`config.mk`:
```
export PLATFORM = sky130hd
export DESIGN_NAME = salf_ram
export DESIGN_NICKNAME = d
export VERILOG_FILES = /design/src/sv/salf_ram.sv
export SDC_FILE = /design/constraint.sdc
export NUM_CORES = 1
export LEC_CHECK = 0
export BUFFER_PORTS_ARGS = -buffer_cell sky130_fd_sc_hd__buf_2
export CAP_MARGIN = 20
export CORE_UTILIZATION = 37
export DETAILED_ROUTE_END_ITERATION = 16
export PLACE_DENSITY_LB_ADDON = 0.08
export RECOVER_POWER = 25
export SLEW_MARGIN = 20
export SYNTH_ARGS = -nofsm -noshare
export SYNTH_HDL_FRONTEND = slang
export SYNTH_SLANG_ARGS = --single-unit
```
`constraint.sdc`:
```
create_clock -name clk -period 1.8 [get_ports clk]
set_input_delay 0.36 -clock clk [delete_from_list [all_inputs] [get_ports clk]]
set_output_delay 0.36 -clock clk [all_outputs]
set_load 0.03 [all_outputs]
```
`src/sv/salf_ram.sv`:
```
`timescale 1ns / 1ps
`default_nettype none

module salf_ram #(
    parameter int WIDTH = 8,
    parameter int DEPTH = 16,
    localparam int AW   = (DEPTH > 1) ? $clog2(DEPTH) : 1
) (
    input  wire logic             clk,
    input  wire logic             we,
    input  wire logic [AW-1:0]    waddr,
    input  wire logic [WIDTH-1:0] wdata,
    input  wire logic             re,
    input  wire logic [AW-1:0]    raddr,
    output logic      [WIDTH-1:0] rdata
);

    logic [WIDTH-1:0] mem [DEPTH];

    always_ff @(posedge clk)
    begin
        if (we)
        begin
            mem[waddr] <= wdata;
        end
        if (re)
        begin
            rdata <= mem[raddr];
        end
    end

endmodule

`default_nettype wire

```
# == After elaboration in Yosys (flattened, before gate mapping) ==
# Memory sizes are Yosys's and may differ from the RTL's. A register that Yosys moved wholly into a read port is not among the register bits.
# Index checks and enable logic that the tools add are counted.
# op_classes
mux,2
# ops
op,count
two-way mux 1 bit,2
# totals
input_bits,19
word_cells,3
mem_count,1
reg_bits,0
out_inout_bits,8
ram_bits,128
# mem_list
memory,depth,width,read_ports,rd_ports_with_merged_regs,write_ports,line_no,source
mem,16,8,1,1,1,18,logic [WIDTH-1:0] mem [DEPTH];

# == Logic depth before layout (Yosys ltp) ==
# depth
depth_word,2
mapped_depth,5
depth_no_buf,3

# == Least setup slack after synthesis ==
# Ideal clock, no wire load.
# synth_path
path_kind,input -> register
startpoint,input port waddr[2]
endpoint,memory mem[0][0] (enable)
slack_ns,-0.053
path_stages,2
setup_ns,0.383
n_path_buf,0
arrival_ns,1.470
t_required_ns,1.417
path_cell_list,or3b_2 -> nor3_1
# synth_rtl
element,line_no,source
"start, declared",11,"input wire logic [AW-1:0] waddr,"
"end, declared",18,
# No word-level cell before the write port.

==> results.md <==
- Status: finished clean
- Final Routed Wirelength: 10,600 um
- Crit-path cells: buf_2 -> buf_12 -> mux4_1 -> a22oi_1 -> nand2_1
- Xor/xnor cell area share of the yosys netlist: 0%
- Number of nets in the finished design: 309
- Synth Net Count: 248
- Via/cell ratio: 5.02
- Portion of netlist area occupied by mux cells: 14.8%
- Basic-gate share of the synthesized area counting and, or, nand and nor cells: 3.14%
- Resized cells post-CTS: 0
- Highest achievable clock rate: 669 MHz
- Count of cell types in the netlist: 18
- Count of hold buffers inserted by post-cts repair: 0
- P_sw: 1.53 mW
- Post-synthesis register bit count: 136
- Clock Root Buffer: clkbuf_16
- Max stage delay on crit path: 0.57 ns
- Critical-path top delay cell: mux4_1
- Sequential-to-total area share from yosys stat: 78.1%
- Buffers added on ports: 26
- Aggregate global-route resource usage: 16.4%
- Share of post-route cells with drive strength above 1: 32.3%
- Count of mapped cells out of synthesis: 229
- Actual slew at the worst max-slew pin: 0.723 ns
- Effective utilization at floorplan: 37.8%
- Synthesized area divided by synthesized cell count: 22.8 um2
- Die Span X: 121 um
- Gr ovfl total: 0
- Clock-pin slew on the worst setup and hold paths: 0.06 ns
- Largest net degree at the start of global routing: 22
- RSZ-0062 raised after global routing: false
- Leakage power: 2.13 nW
- Die Height: 121 um
- I/O pin cnt: 27
- Post-route setup slack: 0.305 ns
- Sinks on Clock Net: 136
- Final setup vio count: 0
- Clock buffers created by TritonCTS: 17
- Combinational family with the most area after synthesis: multiplexers
- Cell type with the highest aggregate area in the netlist: edfxtp_1
- DP Wirelength: 6920 um
- Antenna violations before repair: 1
- Combined area of the multi-input logic cells: 1060 um2
- Fraction of power consumed by sequential logic: 48.2%
- Floorplan die area: 14,600 um2
- Filler instances: 1,162
- Required time worst endpoint: 1.96 ns
- CORE AREA: 13,800 um2
- Pwr Total: 7.44 mW
- Placer Congestion: 0.687
- Iteration count of the initial detailed-routing pass: 4
- Min-Delay Path Class: in2reg
- Worst endpoint data arrival time: 1.65 ns
- Arithmetic-cell share of the synthesized area counting full adders, half adders and majority gates: 0%
- Critical path endpoint category: flop
- Clk_lat worst skew: 0.41 ns
- DRC violation total after the first TritonRoute iteration: 209
- Layout area overhead: 21.3%
- Cell area power density: 1170 nW/um2
- CTS max path bufs: 2
- Slew Limit Headroom: 51.7%
- Max-slew violation total from the final report: 0
- Vias in the first global route: 2,607
- Proportion of total power due to net switching: 20.6%
- Clock period minus final worst setup slack: 1.50 ns
- Logic pwr share: 5.0%
- Sequential cell area: 4080 um2
- Number of antenna diodes: 0
- Most common cell after layout, fill and taps aside: edfxtp_1
- Commonest cells after routing, fill and taps aside: 136 x edfxtp_1, 22 x buf_4, 21 x buf_2
- Number of hold-slack violations in the final timing report: 0
- Proportion of netlist area held by the largest area contributor: 78.1%
- Cell-internal power: 5.91 mW
- Remaining DRCs: 0
- Final worst clock skew: 0.00561 ns
- Wire length of the first global-routing pass: 16,400 um
- Post-CTS Setup Bufs: 0
- Final period util: 83.1%
- Setup slack after placement: -0.158 ns
- Number of standard-cell rows in the floorplan: 43
- Part of the total power dissipated in the clock network: 46.8%
- Complex-gate fraction of the synthesized area: 2.30%
- MaxCap Viol Count: 0
- Count of synthesis-stage warnings from yosys: 0
- Util after Layout: 45.9%
- Maximum level of the CTS H-tree: 4
- Max IR drop VDD: 0.000663 V
- Critical Path Start Type: primary input
- Routed len/inst: 21.9 um
- Clock tree from TritonCTS: built
- Syn Std Cell Area: 5230 um2
- Peak fanout along the critical path: 21
- Antenna violation net count after detailed routing: 0
- Cell types with the largest area share after synthesis: edfxtp_1 78%, mux4_2 7.8%, mux4_1 7.0%
- Overall via count from detail_route: 2,425
- Critical path class: in2reg
==> metal layers <==
metal | vias to the layer above | global-route usage, % | wire, um | part of all wire (%)
met5 | - | 0 | 8 | 0.075
met4 | 2 | 5.79 | 138 | 1.3
met3 | 14 | 4.75 | 414 | 3.9
met2 | 46 | 25.1 | 5180 | 49
met1 | 1258 | 22.3 | 4860 | 46
li1 | 1105 | - | - | -
==> power by group through the flow <==
stage | combinational (mW) | clock, mW | sequential (mW)
6_report | 0.370 | 3.48 | 3.59
5_1_grt | 0.407 | 3.70 | 3.59
4_1_cts | 0.384 | 3.55 | 3.59
3_5_place_dp | 0.383 | 0 | 3.66
3_3_place_gp | 0.380 | 0 | 3.65
2_1_floorplan | 0.180 | 0 | 3.68
==> metrics by stage <==
stage	hold slack (ns)	instance area (um2)	TNS (ns)	cells
6_report	0.326	6340	0	483
5_1_grt	0.315	6340	0	483
4_1_cts	0.309	6350	0	483
3_5_place_dp	0.742	5750	-0.861	451
3_3_place_gp	0.738	5750	-0.754	451
2_1_floorplan	0.459	5230	0	229
==> layout make-up <==
class | instances | area share [%]
Clock buffer | 18 | 6.77
Sequential cell | 136 | 64.4
Tap cell | 180 | 3.55
Multi-Input combinational cell | 83 | 16.7
Clock inverter | 14 | 2.74
Timing Repair Buffer | 52 | 5.82
==> cell usage after synthesis, drive strengths merged <==
| master | n |
|---|---|
| a22oi | 16 |
| and2 | 1 |
| and2b | 1 |
| buf | 7 |
| clkdlybuf4s25 | 3 |
| edfxtp | 136 |
| mux4 | 32 |
| nand2 | 9 |
| nand2b | 2 |
| nand3 | 1 |
| nand3b | 2 |
| nor2 | 13 |
| nor2b | 1 |
| nor3 | 4 |
| or3b | 1 |
==> kinds of logic (layout without fill, tap and decap cells) <==
family / after synthesis / count (layout)
DFF: 136 / 136
and+or+nand+nor: 35 / 35
buffers and inverters: 10 / 84
AOI/OAI and AO/OA: 16 / 16
muxes: 32 / 32
==> final timing paths <==
path                                           start            endpoint  slack, ns  depth (start not counted)
worst max-delay path                        raddr[0]  rdata[5]$_DFFE_PP_       0.30                          5
worst min-delay path                              re  rdata[0]$_DFFE_PP_       0.33                          1
worst max register to register   mem[1][0]$_DFFE_PP_  rdata[0]$_DFFE_PP_       0.32                          3
worst min register to register  mem[15][0]$_DFFE_PP_  rdata[0]$_DFFE_PP_       0.76                          3
==> sequential cells by signal, summed over array words and instances, names as in the netlist <==
| name | cells |
|---|---|
| mem | 128 |
| rdata | 8 |
==> worst max-delay path: cells and delay by family <==
kind	cells	cell delay [ns]
AOI/OAI and AO/OA	1	0.25
buffers and inverters	2	0.38
muxes	1	0.57
and+or+nand+nor	1	0.09
Note: power is estimated with default switching activity, not from simulation.
